[config.mk]
export PLATFORM = sky130hd
export DESIGN_NAME = pau_mul
export DESIGN_NICKNAME = d
export VERILOG_FILES = /design/src/rtl/pau_pkg.sv /design/src/rtl/pau_mul.sv
export SDC_FILE = /design/constraint.sdc
export NUM_CORES = 2
export LEC_CHECK = 0
export BUFFER_PORTS_ARGS = -buffer_cell sky130_fd_sc_hd__buf_2
export CAP_MARGIN = 20
export CORE_MARGIN = 4
export CORE_UTILIZATION = 55
export DETAILED_ROUTE_END_ITERATION = 6
export PLACE_DENSITY = 0.81
export SKIP_CTS_REPAIR_TIMING = 1
export SLEW_MARGIN = 20
export SYNTH_ARGS = -nofsm -noshare
export SYNTH_HDL_FRONTEND = slang
export SYNTH_SLANG_ARGS = --single-unit
[constraint.sdc]
create_clock -name clk -period 19.8 [get_ports clk]
set_input_delay 0 -clock clk [delete_from_list [all_inputs] [get_ports clk]]
set_output_delay 0 -clock clk [all_outputs]
set_load 0.02 [all_outputs]
[src/rtl/pau_pkg.sv]
`timescale 1ns / 1ps
// pau_pkg: shared constants, codes and types of the projected ADAM update block.
// No dependencies; imported by pau_mul, pau_dsu, projected_adam_update and pau_chk.
package pau_pkg;

	localparam int VEC_LEN   = 1024;
	localparam int IDX_W     = $clog2(VEC_LEN);
	localparam int DSU_OPW   = 64;               // div/sqrt operand width
	localparam int DSU_DVW   = 40;               // div/sqrt divisor / remainder width
	localparam int DSU_CNTW  = 7;
	localparam int MUL_W     = 33;               // signed multiplier operand width
	localparam logic [16:0] Q_ONE     = 17'd65536;
	localparam logic [31:0] DESC_LIM  = 32'h7FFF_FFFF;

	typedef enum logic [2:0] {
		RA_MODE  = 3'd0,
		RA_GAIN  = 3'd1,
		RA_NU    = 3'd2,
		RA_BETA1 = 3'd3,
		RA_BETA2 = 3'd4,
		RA_EPS   = 3'd5,
		RA_LOWER = 3'd6,
		RA_UPPER = 3'd7
	} reg_addr_t;

	localparam logic [2:0] MODE_ADAM_CONST = 3'd0;
	localparam logic [2:0] MODE_ADAM_DEC   = 3'd1;
	localparam logic [2:0] MODE_PLAIN_MU   = 3'd2;
	localparam logic [2:0] MODE_PLAIN_DEC  = 3'd3;

	localparam logic [1:0] CLAMP_IN = 2'd0;
	localparam logic [1:0] CLAMP_LO = 2'd1;
	localparam logic [1:0] CLAMP_HI = 2'd2;

	typedef enum logic [20:0] {
		ST_CLR    = 21'h000001,
		ST_IDLE   = 21'h000002,
		ST_LOAD   = 21'h000004,
		ST_STP_SQ = 21'h000008,
		ST_STP_DV = 21'h000010,
		ST_MA     = 21'h000020,
		ST_MB     = 21'h000040,
		ST_MC     = 21'h000080,
		ST_MD     = 21'h000100,
		ST_ME     = 21'h000200,
		ST_MF     = 21'h000400,
		ST_MG     = 21'h000800,
		ST_MH     = 21'h001000,
		ST_DV_M   = 21'h002000,
		ST_DV_V   = 21'h004000,
		ST_SQ_V   = 21'h008000,
		ST_DV_D   = 21'h010000,
		ST_APL    = 21'h020000,
		ST_FIN    = 21'h040000,
		ST_UP1    = 21'h080000,
		ST_UP2    = 21'h100000
	} state_t;

	typedef struct packed {
		logic                 start;
		logic                 is_sqrt;
		logic [DSU_OPW-1:0]   opnd;
		logic [DSU_DVW-1:0]   dvs;
	} dsu_req_t;

endpackage

[src/rtl/pau_mul.sv]
`timescale 1ns / 1ps
// pau_mul: shared signed 33x33 multiplier with registered product.
// Depends on pau_pkg.
module pau_mul import pau_pkg::*; (
	input  logic                      clk,
	input  logic signed [MUL_W-1:0]   a,
	input  logic signed [MUL_W-1:0]   b,
	output logic signed [2*MUL_W-1:0] prod_q
);
	always_ff @(posedge clk) begin
		prod_q <= a * b;
	end
endmodule

## Word level (Yosys, flattened, before mapping)

Cells that the tools add are included.

- Logic and storage cells: 2
- Output and inout port bits: 66
- Input bits: 67
- Bits in registers: 66

- Multipliers: 1

Operator list:

| kind | count |
|---|---|
| multiplier 33 x 33 -> 66 bit | 1 |

## Depth between registers and ports, before layout

- Depth after elaboration: 1
- Depth in mapped cells: 27
- Depth with buffers taken out: 26

## Worst setup path before layout

No wires, ideal clock.

- Path type: input-to-reg
- From: in a[32]
- To: reg prod_q[62]
- Arrival: 7.157 ns
- Library setup time: 0.079 ns
- Cell stages on the path: 23
- Slack: 12.564 ns
- Cell sequence: clkbuf_1 -> nand2_1 -> inv_1 -> fa_1 -> fa_1 -> fa_1 -> fa_1 -> fa_1 -> fa_1 -> fa_1 -> inv_1 -> fa_1 -> inv_1 -> ha_1 -> clkbuf_1 -> and3_1 -> nand3_1 -> nand2b_1 -> a2111oi_4 -> a211oi_4 -> a21o_2 -> a21o_1 -> a211oi_2

- Cells in the longest elaborated chain, start to end: 1

RTL lines:

| item | RTL line | text |
|---|---|---|
| start, declared | pau_mul.sv:6 | `input logic signed [MUL_W-1:0] a,` |
| multiplier 33 x 33 -> 66 bit | pau_mul.sv:11 | `prod_q <= a * b;` |
| end signal, assigned | pau_mul.sv:11 |  |
| end, declared | pau_mul.sv:8 | `output logic signed [2*MUL_W-1:0] prod_q` |

No other way between the ends.

## Worst setup path after layout

- From: in b[9]
- To: reg prod_q[64]

- Cells in the longest elaborated chain, start to end: 1

RTL lines:

| item | RTL line | text |
|---|---|---|
| start, declared | pau_mul.sv:7 | `input logic signed [MUL_W-1:0] b,` |
| multiplier 33 x 33 -> 66 bit | pau_mul.sv:11 |  |

No other way between the ends.

==> flow_summary.toml <==
[outcome]
status = "complete, no violations"

[die]
num_rows = 99
core-area_um2 = 73200
pin_count = 133
die_y_um = 280
start_util_pct = 55.6
die_w_um = 280
die-area_um2 = 78500

[timing]
rsz0062_at_grt = "false"
setup_viol_count_final = 0
slew_headroom_pct = 29.4
worst_slew_pin_slew_ns = 1.06
setup-tns-final_ns = 0
min_period_ns = 8.01
fin_ws_ns = 11.79
hold_viol_final = 0
drv_slew = 0
finalCritPeriodShare_pct = 40.5
fmax_mhz = 125

[worst_setup_path]
crit_start = "b[9]"
critPathCaptureType = "register"
cp_top_family = "adder cells"
worstPathArrival_ns = 8.29
start_kind = "input pin"
path_buf_inv = 4
crit_fanout = 33
crit_path_top_delay_cell = "fa_1"
slowest_delay_ns = 1.21
crit_chain = "buf_2, nand2_1, fa_1, fa_1, fa_1, inv_1, fa_1, fa_1, fa_1, fa_1, inv_1, fa_1, inv_1, ha_1, nand4_1, nor3_1, o311ai_4, nand3_2, a211oi_1, a311oi_1"
critical_path.most_common_cell = "fa_1"
path_class = "input pin to register"
critPathRequiredTime_ns = 20.08

[clocking]
cts_root_buffer = "clkbuf_16"
cts.sinks = 66
htreeDepth = 3
clk_path_buf_depth = 2
numCtsBuffers = 9
cts_tree = "built"
path_clk_slew_ns = 0.08

[finish]
nets = 5698
regMostFlops = "prod_q"
mostFrequentLayoutCell = "fa_1"
largest_reg_flops = 66
syn_to_final_growth_pct = 3.35
fin_area_um2 = 42100
num-fill-cells = 6089
drive_gt1_share_pct = 4.52
top_regs = "prod_q (66)"
layout_common_cells = "fa_1 (1145), inv_1 (1131), and2_1 (562)"
fin_util_pct = 57.5

[yosys]
synthTopCellsByArea = "fa_1 (56%), inv_1 (10%), and2_1 (8.6%)"
ys_warn_count = 0
synth_ff_type = "dfxtp_1"
synth_area_per_cell_um2 = 9.39
ys_ff_latch = 66
syn_area_um2 = 40700
yosysSeqAreaShare_pct = 3.24
yosysTopAreaCell = "fa_1"
yosys.area.top_type_share_pct = 56.3
synthArstFlopShare_pct = 0
synthCells = 4338
yosysUniqueCellTypes = 80
syn-num-nets = 5767
synth_edf_count = 0

[placed_design]
dp.final_hpwl_um = 85300
place_area_um2 = 41800
dp_worst_setup_slack_ns = 11.52
io_buffer_count = 132
place_congestion = 0.937

[routing]
drcViolationCount = 0
vias = 28982
ant_nets = 0
drt_iter0_drc = 1927
vias_per_cell = 5.54
routed_wl_um = 103000
routedWlPerCell_um = 19.7
first_pass_iters = 5

[grt]
grt_max_degree = 34
grt_overflow = 0
grt_pass1_vias = 32762
grt_antenna_before_repair = 7
grt_pass1_wl_um = 171000
grt.total_usage_pct = 27.9

[hold_path]
min_path_type = "input pin to register"
hold_start = "b[0]"

[job]
drv_cap = 0
-- metal layers --
metal,global-route usage [%],vias up,wire length (um),share of wire (%)
met5,0,-,23,0.022
met4,15.7,4,7170,7.0
met3,3.91,394,7200,7.0
met2,48.4,1228,52500,51
met1,33.6,15166,36200,35
li1,-,12190,-,-
-- worst paths after layout --
path                            endpoint  slack, ns  cells past startpoint
worst min-delay path   prod_q[0]$_DFF_P_       0.18                      2
worst max-delay path  prod_q[64]$_DFF_P_      11.79                     20
-- logic make-up after synthesis --
logic type | Yosys count | synth area share (%)
flops | 66 | 3.24
simple gates | 1271 | 15.8
compound gates | 219 | 4.07
fa+ha+maj | 1362 | 62.9
xor+xnor | 68 | 1.46
buf+inv | 1352 | 12.5
-- Yosys cell counts, types with 3 or more instances --
| library cell | number |
|---|---|
| dfxtp_1 | 66 |
| a21o_1 | 36 |
| or3_1 | 3 |
| a21oi_1 | 57 |
| fa_1 | 1145 |
| xnor2_1 | 43 |
| nand4_1 | 11 |
| a211oi_1 | 7 |
| or2_2 | 3 |
| o21ai_0 | 25 |
| nor2b_1 | 5 |
| buf_2 | 11 |
| o21ai_1 | 6 |
| nor3_1 | 7 |
| a21oi_2 | 3 |
| o21bai_1 | 11 |
| inv_1 | 1131 |
| a211o_1 | 6 |
| xor2_1 | 25 |
| a211oi_2 | 3 |
| clkbuf_1 | 208 |
| and3_1 | 5 |
| ha_1 | 217 |
| a31oi_1 | 8 |
| nand2_1 | 551 |
| nand3_1 | 25 |
| and2_1 | 562 |
| o21a_1 | 6 |
| and4_1 | 5 |
| nand2b_1 | 12 |
| nor2_1 | 68 |
| o211ai_1 | 4 |
| o31ai_4 | 3 |
-- metrics by stage --
step	hold WS (ns)	instances
detailed placement	0.415	5217
global route	0.225	5233
CTS	0.173	5232
finish	0.184	5235
global placement	0.417	5217
floorplan	0.127	4338
-- cell type report --
| type | instances | area (um^2) | area share [%] |
|---|---|---|---|
| diodes | 3 | 7.51 | 0.0178 |
| repair buffers | 141 | 728 | 1.73 |
| inverters | 1131 | 4250 | 10.1 |
| clock buffers | 11 | 253 | 0.600 |
| multi-input cells | 2920 | 34300 | 81.5 |
| well taps | 959 | 1200 | 2.85 |
| flip-flops and latches | 66 | 1320 | 3.14 |
| clock inverters | 4 | 27.5 | 0.0654 |
Power is left out: the tool's default activity adds up to more than one toggle a clock period on the data nets, which glitch-free logic cannot reach.
