===== src/rtl/pau_pkg.sv =====
`timescale 1ns / 1ps
// pau_pkg: shared constants, codes and types of the projected ADAM update block.
// No dependencies; imported by pau_mul, pau_dsu, projected_adam_update and pau_chk.
package pau_pkg;

	localparam int VEC_LEN   = 1024;
	localparam int IDX_W     = $clog2(VEC_LEN);
	localparam int DSU_OPW   = 64;               // div/sqrt operand width
	localparam int DSU_DVW   = 40;               // div/sqrt divisor / remainder width
	localparam int DSU_CNTW  = 7;
	localparam int MUL_W     = 33;               // signed multiplier operand width
	localparam logic [16:0] Q_ONE     = 17'd65536;
	localparam logic [31:0] DESC_LIM  = 32'h7FFF_FFFF;

	typedef enum logic [2:0] {
		RA_MODE  = 3'd0,
		RA_GAIN  = 3'd1,
		RA_NU    = 3'd2,
		RA_BETA1 = 3'd3,
		RA_BETA2 = 3'd4,
		RA_EPS   = 3'd5,
		RA_LOWER = 3'd6,
		RA_UPPER = 3'd7
	} reg_addr_t;

	localparam logic [2:0] MODE_ADAM_CONST = 3'd0;
	localparam logic [2:0] MODE_ADAM_DEC   = 3'd1;
	localparam logic [2:0] MODE_PLAIN_MU   = 3'd2;
	localparam logic [2:0] MODE_PLAIN_DEC  = 3'd3;

	localparam logic [1:0] CLAMP_IN = 2'd0;
	localparam logic [1:0] CLAMP_LO = 2'd1;
	localparam logic [1:0] CLAMP_HI = 2'd2;

	typedef enum logic [20:0] {
		ST_CLR    = 21'h000001,
		ST_IDLE   = 21'h000002,
		ST_LOAD   = 21'h000004,
		ST_STP_SQ = 21'h000008,
		ST_STP_DV = 21'h000010,
		ST_MA     = 21'h000020,
		ST_MB     = 21'h000040,
		ST_MC     = 21'h000080,
		ST_MD     = 21'h000100,
		ST_ME     = 21'h000200,
		ST_MF     = 21'h000400,
		ST_MG     = 21'h000800,
		ST_MH     = 21'h001000,
		ST_DV_M   = 21'h002000,
		ST_DV_V   = 21'h004000,
		ST_SQ_V   = 21'h008000,
		ST_DV_D   = 21'h010000,
		ST_APL    = 21'h020000,
		ST_FIN    = 21'h040000,
		ST_UP1    = 21'h080000,
		ST_UP2    = 21'h100000
	} state_t;

	typedef struct packed {
		logic                 start;
		logic                 is_sqrt;
		logic [DSU_OPW-1:0]   opnd;
		logic [DSU_DVW-1:0]   dvs;
	} dsu_req_t;

endpackage


===== src/rtl/pau_dsu.sv =====
`timescale 1ns / 1ps
// pau_dsu: shared restoring divider / square root unit, one result bit per cycle.
// Depends on pau_pkg.
module pau_dsu import pau_pkg::*; (
	input  logic               clk,
	input  logic               arst_n,
	input  dsu_req_t           req,
	output logic               done,
	output logic [DSU_OPW-1:0] res
);
	logic [DSU_OPW-1:0]  sh_q, res_q;
	logic [DSU_DVW-1:0]  rem_q, dvs_q, cand, trial, rem_n;
	logic [DSU_CNTW-1:0] cnt_q;
	logic                sqrt_q, run_q, done_q, ge;

	always_comb begin
		if (sqrt_q) begin
			cand  = {rem_q[DSU_DVW-3:0], sh_q[DSU_OPW-1 -: 2]};
			trial = {res_q[DSU_DVW-3:0], 2'b01};
		end else begin
			cand  = {rem_q[DSU_DVW-2:0], sh_q[DSU_OPW-1]};
			trial = dvs_q;
		end
		ge    = (cand >= trial);
		rem_n = ge ? (cand - trial) : cand;
	end

	always_ff @(posedge clk or negedge arst_n) begin
		if (!arst_n) begin
			run_q  <= 1'b0;
			done_q <= 1'b0;
			cnt_q  <= '0;
		end else begin
			done_q <= 1'b0;
			if (req.start) begin
				run_q <= 1'b1;
				cnt_q <= req.is_sqrt ? DSU_CNTW'(DSU_OPW / 2) : DSU_CNTW'(DSU_OPW);
			end else if (run_q) begin
				cnt_q <= cnt_q - 1'b1;
				if (cnt_q == DSU_CNTW'(1)) begin
					run_q  <= 1'b0;
					done_q <= 1'b1;
				end
			end
		end
	end

	always_ff @(posedge clk) begin
		if (req.start) begin
			sh_q   <= req.opnd;
			dvs_q  <= req.dvs;
			sqrt_q <= req.is_sqrt;
			rem_q  <= '0;
			res_q  <= '0;
		end else if (run_q) begin
			sh_q  <= sqrt_q ? (sh_q << 2) : (sh_q << 1);
			rem_q <= rem_n;
			res_q <= {res_q[DSU_OPW-2:0], ge};
		end
	end

	assign done = done_q;
	assign res  = res_q;
endmodule


===== config.mk =====
export PLATFORM = sky130hd
export DESIGN_NAME = pau_dsu
export DESIGN_NICKNAME = d
export VERILOG_FILES = /design/src/rtl/pau_pkg.sv /design/src/rtl/pau_dsu.sv
export SDC_FILE = /design/constraint.sdc
export NUM_CORES = 1
export LEC_CHECK = 0
export BUFFER_PORTS_ARGS = -buffer_cell sky130_fd_sc_hd__buf_2
export CAP_MARGIN = 20
export CORE_ASPECT_RATIO = 0.9
export CORE_MARGIN = 1
export CORE_UTILIZATION = 58
export DETAILED_ROUTE_END_ITERATION = 10
export PLACE_DENSITY = 0.89
export SETUP_SLACK_MARGIN = 0.05
export SLEW_MARGIN = 20
export SYNTH_ARGS = -nofsm -noshare
export SYNTH_HDL_FRONTEND = slang
export SYNTH_SLANG_ARGS = --single-unit

===== constraint.sdc =====
create_clock -name clk -period 5.8 [get_ports clk]
set_clock_uncertainty 0.1 [all_clocks]
set_input_delay 0.29 -clock clk [delete_from_list [all_inputs] [get_ports clk]]
set_output_delay 0.29 -clock clk [all_outputs]
set_load 0.005 [all_outputs]

## After elaboration in Yosys (flattened, before gate mapping)

Cells that the tools add are included.
Widths: inputs -> output; s select.

| storage, ports and cells | value |
|---|---|
| bits of input ports | 108 |
| output and inout port bits | 65 |
| word-level logic and storage cells | 28 |
| register bits after elaboration | 217 |

| cells by class | value |
|---|---|
| multiplexer cells | 15 |
| $lt $le $gt $ge | 1 |
| reduce and logical (&&, ||, !) cells | 1 |
| add/subtract/negate cells | 2 |
| eq/ne operators | 1 |

Operators by type and width:

| cell | count |
|---|---|
| $mux 64 | 3 |
| $mux 40 | 2 |
| $ge 40x40->1 | 1 |
| $mux 39 | 1 |
| $sub 39x39->39 | 1 |
| $mux 7 | 3 |
| $eq 7x1->1 const B | 1 |
| $sub 7x1->7 const B | 1 |
| $mux 1 | 6 |
| $reduce_bool 2->1 | 1 |

## Longest topological paths before layout

Gate-level depths: netlist of run 1.

| logic depth | value |
|---|---|
| depth in word-level cells | 4 |
| mapped depth | 17 |
| gate-level depth less buffers | 12 |

## Worst setup path before layout of run 1

Ideal clock, no wire load.

| path | value |
|---|---|
| path type | register to register |
| start | reg sqrt_q |
| end | reg rem_q[2] |
| arrival time | 4.130 ns |
| path buffers | 5 |
| required time | 5.574 ns |
| slack | 1.444 ns |
| stages on the path, launching flop included | 18 |
| setup time | 0.126 ns |
| period minus slack after synthesis | 4.356 ns |
| path through | edfxtp_1 -> clkbuf_1 -> buf_1 -> clkbuf_1 -> clkbuf_1 -> or2_2 -> ha_1 -> inv_1 -> fa_1 -> a31o_2 -> a21oi_2 -> o2111a_1 -> o21ai_2 -> a31oi_4 -> buf_2 -> mux2i_1 -> mux2i_1 -> nor2b_1 |

| on the way | value |
|---|---|
| cells in the longest elaborated chain, start to end | 3 |
| elaborated cells on any way between the ends | 5 |
| those cells by class | 1 x add/sub; 1 x order compare; 3 x mux |

Ends and longest elaborated chain:

| what | RTL line | text |
|---|---|---|
| start: declaration | pau_dsu.sv:14 | `logic sqrt_q, run_q, done_q, ge;` |
| start signal: assignment | pau_dsu.sv:52 | `sqrt_q <= req.is_sqrt;` |
| $mux 40 | pau_dsu.sv:17 | `if (sqrt_q) begin` |
| $sub 39x39->39 / $ge 40x40->1 (equally long branches) | pau_dsu.sv:25, pau_dsu.sv:24 |  |
| $mux 39 (*) | pau_dsu.sv:25 | `rem_n = ge ? (cand - trial) : cand;` |
| end signal: assignment | pau_dsu.sv:57 | `rem_q <= rem_n;` |
| end: declaration | pau_dsu.sv:12 | `logic [DSU_DVW-1:0] rem_q, dvs_q, cand, trial, rem_n;` |

Every way passes the cells marked *; elsewhere a longest branch is shown, timed or not.
A chain may end at the register's enable or synchronous reset.

## Worst setup path after layout of run 1

Ends and elaborated chain as after synthesis.

==> impl_metrics.tcl, run 1 <==
set metrics [dict create \
    row_count 49 \
    path_class "flop to flop" \
    yosysWarningCount 0 \
    synth_top_family_by_area "multiplexers" \
    yosysMostFrequentCell "mux2i_1" \
    fmax_mhz 216.1 \
    period_share 0.7978 \
    die_x_um 152.3 \
    crit_family "compound AO/OA/AOI/OAI gates" \
    final_core_util 0.7319 \
    cpMostUsedCell "mux2i_1" \
    maxCapViolations 0 \
    hold_start "req[101]" \
    power.internal_uw 3927 \
    syn_nets 1321 \
    fin_setup_tns_ns 0 \
    period_needed_ns 4.627 \
    grt_overflow_total 0 \
    port_buffers 172 \
    rsz0062_at_grt "no" \
    p_comb_frac 0.437 \
    hold_ws_ns 0.05165 \
    final_hold_viol_count 0 \
    ir_worst_vdd_v 0.0002375 \
    place_congestion 0.9081 \
    finalNonFillerCells 1676 \
    diodes 0 \
    dr.pass1.iters 8 \
    setup_violations 0 \
    finalPower_uw 6262 \
    synth.area.mux_share 0.1849 \
    grt_max_degree 109 \
    boundaryPins 173 \
    synth_compound_area_frac 0.1367 \
    syn_area_per_cell_um2 10.08 \
    antenna_found_initial 0 \
    cts_hold_buf 105 \
    clkSinkCount 217 \
    swShare 0.3729 \
    slew_headroom 0.4250 \
    cts.path.max_buffers 3 \
    num_vias 9852 \
    p_seq_frac 0.326 \
    hpwl_mm 17.85 \
    violations "design-rule violations" \
    final_nets 1555 \
    clk_pin_slew_ns 0.06 \
    slowest_stage "buf_4" \
    report.final.slew_viol_count 0 \
    core_mm2 0.01993 \
    post-cts-setup-buffers 0 \
    crit_start "sqrt_q" \
    netlist_area_mm2 0.01180 \
    route.detailed.drc 8 \
    htree_levels 1 \
    initial_core_util 0.5921 \
    arrival_ns 4.90 \
    path_cells "buf_12, buf_4, mux2i_1, ha_1, a21oi_1, o21ai_0, a21oi_2, o2111a_1, o21ai_2, a31oi_4, buf_4, mux2i_1, mux2i_1, nor2b_1" \
    switching_power_uw 2335 \
    synth_top_cells_by_area "edfxtp_1 27%, dfxtp_1 17%, mux2i_1 15%, ha_1 4.5%, nor2_1 4.1%" \
    leakagePower_uw 0.006843 \
    post_cts_resized 0 \
    max_slew.worst_pin.slew_ns 0.8624 \
    rr_startpoint "sqrt_q" \
    critPathLaunchType "flop" \
    root_buffer "clkbuf_16" \
    synth_xor_xnor_area_share 0.02598 \
    synth_top_cell_by_area "edfxtp_1" \
    crit_buf_inv 3 \
    die_h_um 137.3 \
    synthTopCellsByCount "174 x mux2i_1, 129 x nor2_1, 115 x nand2_1, 105 x edfxtp_1, 103 x dfxtp_1" \
    slowest_delay_ns 0.63 \
    clock_latency_ns 0.52 \
    postSynthCellCount 1170 \
    cts_tree "done" \
    cp_max_fo 78 \
    routed_wl_mm 30.20 \
    fp.dieArea_mm2 0.02092 \
    async_flop_share 0.04147 \
    initialDrtViolationCount 954 \
    synth_fa_ha_area_frac 0.04624 \
    hold_path_class "primary input to flop" \
    status "complete, but fails checks" \
    required_ns 6.07 \
    wl_per_cell_um 18.02 \
    netlist.area_leader.share 0.2673 \
    cts_buffers 23 \
    grt_pass1_vias 9495 \
    routed_via_density 5.878 \
    grt_pass1_wl_mm 47.62 \
    synth-edff-count 105 \
    ant_nets 0 \
    pwr_density_cell_mw_per_mm2 429.4 \
    yosys.area_share.simple 0.1129 \
    gr-usage-all-layers 0.2818 \
    cp-end-kind "flop" \
    layout-area-overhead-vs-synth_pct 23.62 \
    p_clk_frac 0.238 \
    layout-drive-gt1-share 0.1921 \
    ys.flop_type "edfxtp_1" \
    dp.cells 1529 \
    ys_seq_area_frac 0.4611 \
    synth_cell_types 69 \
    yosys_register_bits 217 \
]
worst paths after layout:
kind	slack, ns	cells after the start	to
hold / removal	0.05	3	sh_q[61]
max in group asynchronous	5.32	2	run_q
setup / recovery	1.17	14	rem_q[2]
hold reg to reg	0.38	2	rem_q[7]
setup reg to reg	1.17	14	rem_q[2]
min in group asynchronous	0.07	2	cnt_q[4]
area by class of cell:
| class | count | area, um^2 |
|---|---|---|
| Clock buffer | 30 | 653.1 |
| Timing Repair Buffer | 288 | 2017 |
| Inverter | 17 | 63.81 |
| Fill cell | 1272 | 5341 |
| Multi-Input combinational cell | 857 | 5978 |
| Sequential cell | 217 | 5444 |
| Clock inverter | 12 | 108.9 |
| Tap cell | 255 | 319.1 |
tightest hold or removal path, stage by stage:
cell and delay [ns]:
buf_2 0.08, nand2_1 0.06, o21ai_0 0.11
logic make-up (layout without fill, tap and decap cells):
group / count (synthesis) / count (layout)
AOI/OAI and AO/OA: 256 / 256
xor gates and xnor gates: 35 / 35
adders and majority gates: 43 / 43
buffers and inverters: 96 / 347
DFF: 217 / 217
muxes: 213 / 213
and+or+nand+nor: 310 / 310
power groups by stage:
stage | combinational, uW | sequential (uW) | clock [uW]
floorplan | 2140 | 1990 | 0
global placement | 2550 | 2040 | 0
detailed placement | 2610 | 2050 | 0
CTS | 2680 | 2020 | 1490
global route | 3020 | 2060 | 1570
finish | 2730 | 2040 | 1490
layout by cell type (no fill, tap or decap), types with 24 or more instances in the layout:
cell / count
nand2_1: 115
clkbuf_16: 24
ha_1: 42
edfxtp_1: 105
a21oi_1: 56
mux2i_1: 174
dfxtp_1: 103
dlygate4sd3_1: 105
mux2_2: 39
buf_2: 171
o21ai_0: 95
nor2_1: 129
flip-flops by register name (all words and copies together), names as in the netlist:
| register | cells |
|---|---|
| rem_q | 39 |
| sh_q | 64 |
| dvs_q | 40 |
| res | 64 |
| cnt_q | 7 |
| sqrt_q | 1 |
| done | 1 |
| run_q | 1 |
metal layers:
metal | up-vias | GRT usage | wire, um
li1 | 4734 | - | -
met1 | 4635 | 0.3623 | 12750
met3 | 82 | 0.04530 | 2013
met5 | - | 0 | 0
met4 | 0 | 0.09467 | 771
met2 | 401 | 0.4880 | 14660
per-stage QoR:
| step | worst slack [ns] | cell area [um^2] |
|---|---|---|
| 2_1_floorplan | 1.444 | 11800 |
| 3_3_place_gp | 1.369 | 12770 |
| 3_5_place_dp | 1.184 | 12770 |
| 4_1_cts | 1.153 | 14580 |
| 5_1_grt | 0.7830 | 14580 |
| 6_report | 1.173 | 14580 |
Power figures use the tool's default switching activity.
==> inputs of run 2 (changes only) <==
CORE_UTILIZATION = 52   (was 58)
PLACE_DENSITY = 0.85   (was 0.89)
clock period = 3.96 ns   (was 5.8 ns; I/O delays follow)
==> impl_metrics.tcl, run 2 (synthesis results as in run 1) <==
set metrics [dict create \
    ant_nets 0 \
    layout_common_cells "174 x mux2i_1, 171 x buf_2, 129 x nor2_1" \
    top_usage_layer "met2" \
    period_share 0.9491 \
    cts.path.max_buffers 3 \
    wl_per_cell_um 17.18 \
    grt_max_degree 155 \
    fp.dieArea_mm2 0.02329 \
    r2r-end "rem_q[26]" \
    required_ns 4.30 \
    final_nets 1567 \
    mostFrequentLayoutCell "mux2i_1" \
    route.detailed.drc 0 \
    max_slew.worst_pin.slew_ns 0.8797 \
    num_vias 9811 \
    dr.pass1.iters 7 \
    leakagePower_uw 0.006903 \
    rr_startpoint "sqrt_q" \
    grt_pass1_vias 9398 \
    row_count 51 \
    maxCapViolations 0 \
    die_h_um 144.9 \
    whs_path_depth 2 \
    diodes 0 \
    antenna_found_initial 0 \
    root_buffer "clkbuf_16" \
    grt_overflow_total 0 \
    cts_tree "done" \
    worstHoldEndpoint "res[12]" \
    ir_worst_vdd_v 0.0003386 \
    core_mm2 0.02195 \
    fmax_mhz 266.1 \
    final_hold_viol_count 0 \
    slew_headroom 0.4136 \
    final.fill_count 1623 \
    layout-drive-gt1-share 0.1980 \
    rsz0062_at_grt "yes" \
    ff2ff_setup_slack_ns 0.20 \
    hold_path_class "primary input to flop" \
    pwr_density_cell_mw_per_mm2 632.3 \
    boundaryPins 173 \
    use_met2 0.4226 \
    initial_core_util 0.5374 \
    clkSinkCount 217 \
    place_congestion 0.9464 \
    finalNonFillerCells 1725 \
    fin_ws_ns 0.2016 \
    design_area_mm2 0.01478 \
    grt_pass1_wl_mm 46.75 \
    routed_via_density 5.688 \
    gr-usage-all-layers 0.2467 \
    path_class "flop to flop" \
    clock_latency_ns 0.52 \
    placed_cell_area_mm2 0.01292 \
    setup_violations 0 \
    dp.cells 1574 \
    layout-area-overhead-vs-synth_pct 25.32 \
    initialDrtViolationCount 764 \
    cp-end-kind "flop" \
    hpwl_mm 18.52 \
    arrival_ns 4.10 \
    report.final.slew_viol_count 0 \
    status "finished clean" \
    die_x_um 160.8 \
    fin_setup_tns_ns 0 \
    ff2ff_path_depth 12 \
    port_buffers 172 \
    cts_buffers 24 \
    finalPower_uw 9349 \
    cp_max_fo 36 \
    htree_levels 1 \
    met3_usage 0.04189 \
    routed_wl_mm 29.63 \
    clk_pin_slew_ns 0.06 \
    dpl_worst_slack_ns 0.2168 \
    hold_start "req[105]" \
    critPathLaunchType "flop" \
    met1_usage 0.3217 \
    period_needed_ns 3.758 \
]
==> run 2: changes by cell type in the layout (fill, tap and decap cells not counted), moves of 2 or more <==
cell / change
a21oi_1: -2
dlygate4sd3_1: +2
clkinv_1: -4
clkinv_2: -2
buf_12: +3
buf_4: +6
clkbuf_1: +6
==> run 2: cell type report <==
cell class,instances,area [um^2],share of cell area
Clock buffer,36,675.6,0.04570
Clock inverter,8,86.33,0.005840
Inverter,17,63.81,0.004316
Multi-Input combinational cell,857,6006,0.4062
Sequential cell,217,5444,0.3682
Tap cell,291,364.1,0.02463
Timing Repair Buffer,299,2145,0.1451
==> run 2: how the worst max path moves through the flow <==
stage,to,slack [ns],cells past startpoint,start
final,rem_q[26],0.20,12,sqrt_q
after global routing,rem_q[25],-0.005,12,sqrt_q
after CTS,rem_q[35],0.19,12,sqrt_q
after detailed placement,rem_q[35],0.22,12,sqrt_q
after global placement,rem_q[31],0.25,12,sqrt_q
after floorplan,rem_q[2],0.15,17,sqrt_q
==> run 2: stage by stage <==
step                      hold slack, ns  utilization
after floorplan                  -0.1976            -
after global placement          -0.04335       0.5886
after detailed placement        -0.03839       0.5886
after CTS                         0.2368       0.6721
after global routing              0.2756       0.6735
final                             0.2292       0.6735
==> run 2: timing repair <==
item,in CTS,in global routing
setup buffers,0,0
hold buffers,107,0
gates resized for setup,0,5
hold endpoints to repair,116,0
setup endpoints to repair,0,9
==> run 2: per-layer routing <==
metal	up-vias	routed length [um]
met2	379	14180
met4	0	709
li1	4748	-
met1	4624	12800
met3	60	1936
met5	-	0
==> run 2: power breakdown <==
group          internal (uW)  switching, uW  total, uW
clock                   1250            925       2180
sequential              2730            248       2980
combinational           1820           2370       4190
total                   5810           3540       9350
==> run 2: critical path, stage by stage (launching register included) <==
cell,delay (ns)
edfxtp_1,0.44
buf_12,0.25
mux2_2,0.38
ha_1,0.37
nand2_1,0.15
o21ai_0,0.35
a21oi_4,0.10
o21ai_0,0.33
a21oi_1,0.21
a21oi_1,0.32
nand4_1,0.18
a211o_1,0.33
a41oi_1,0.17
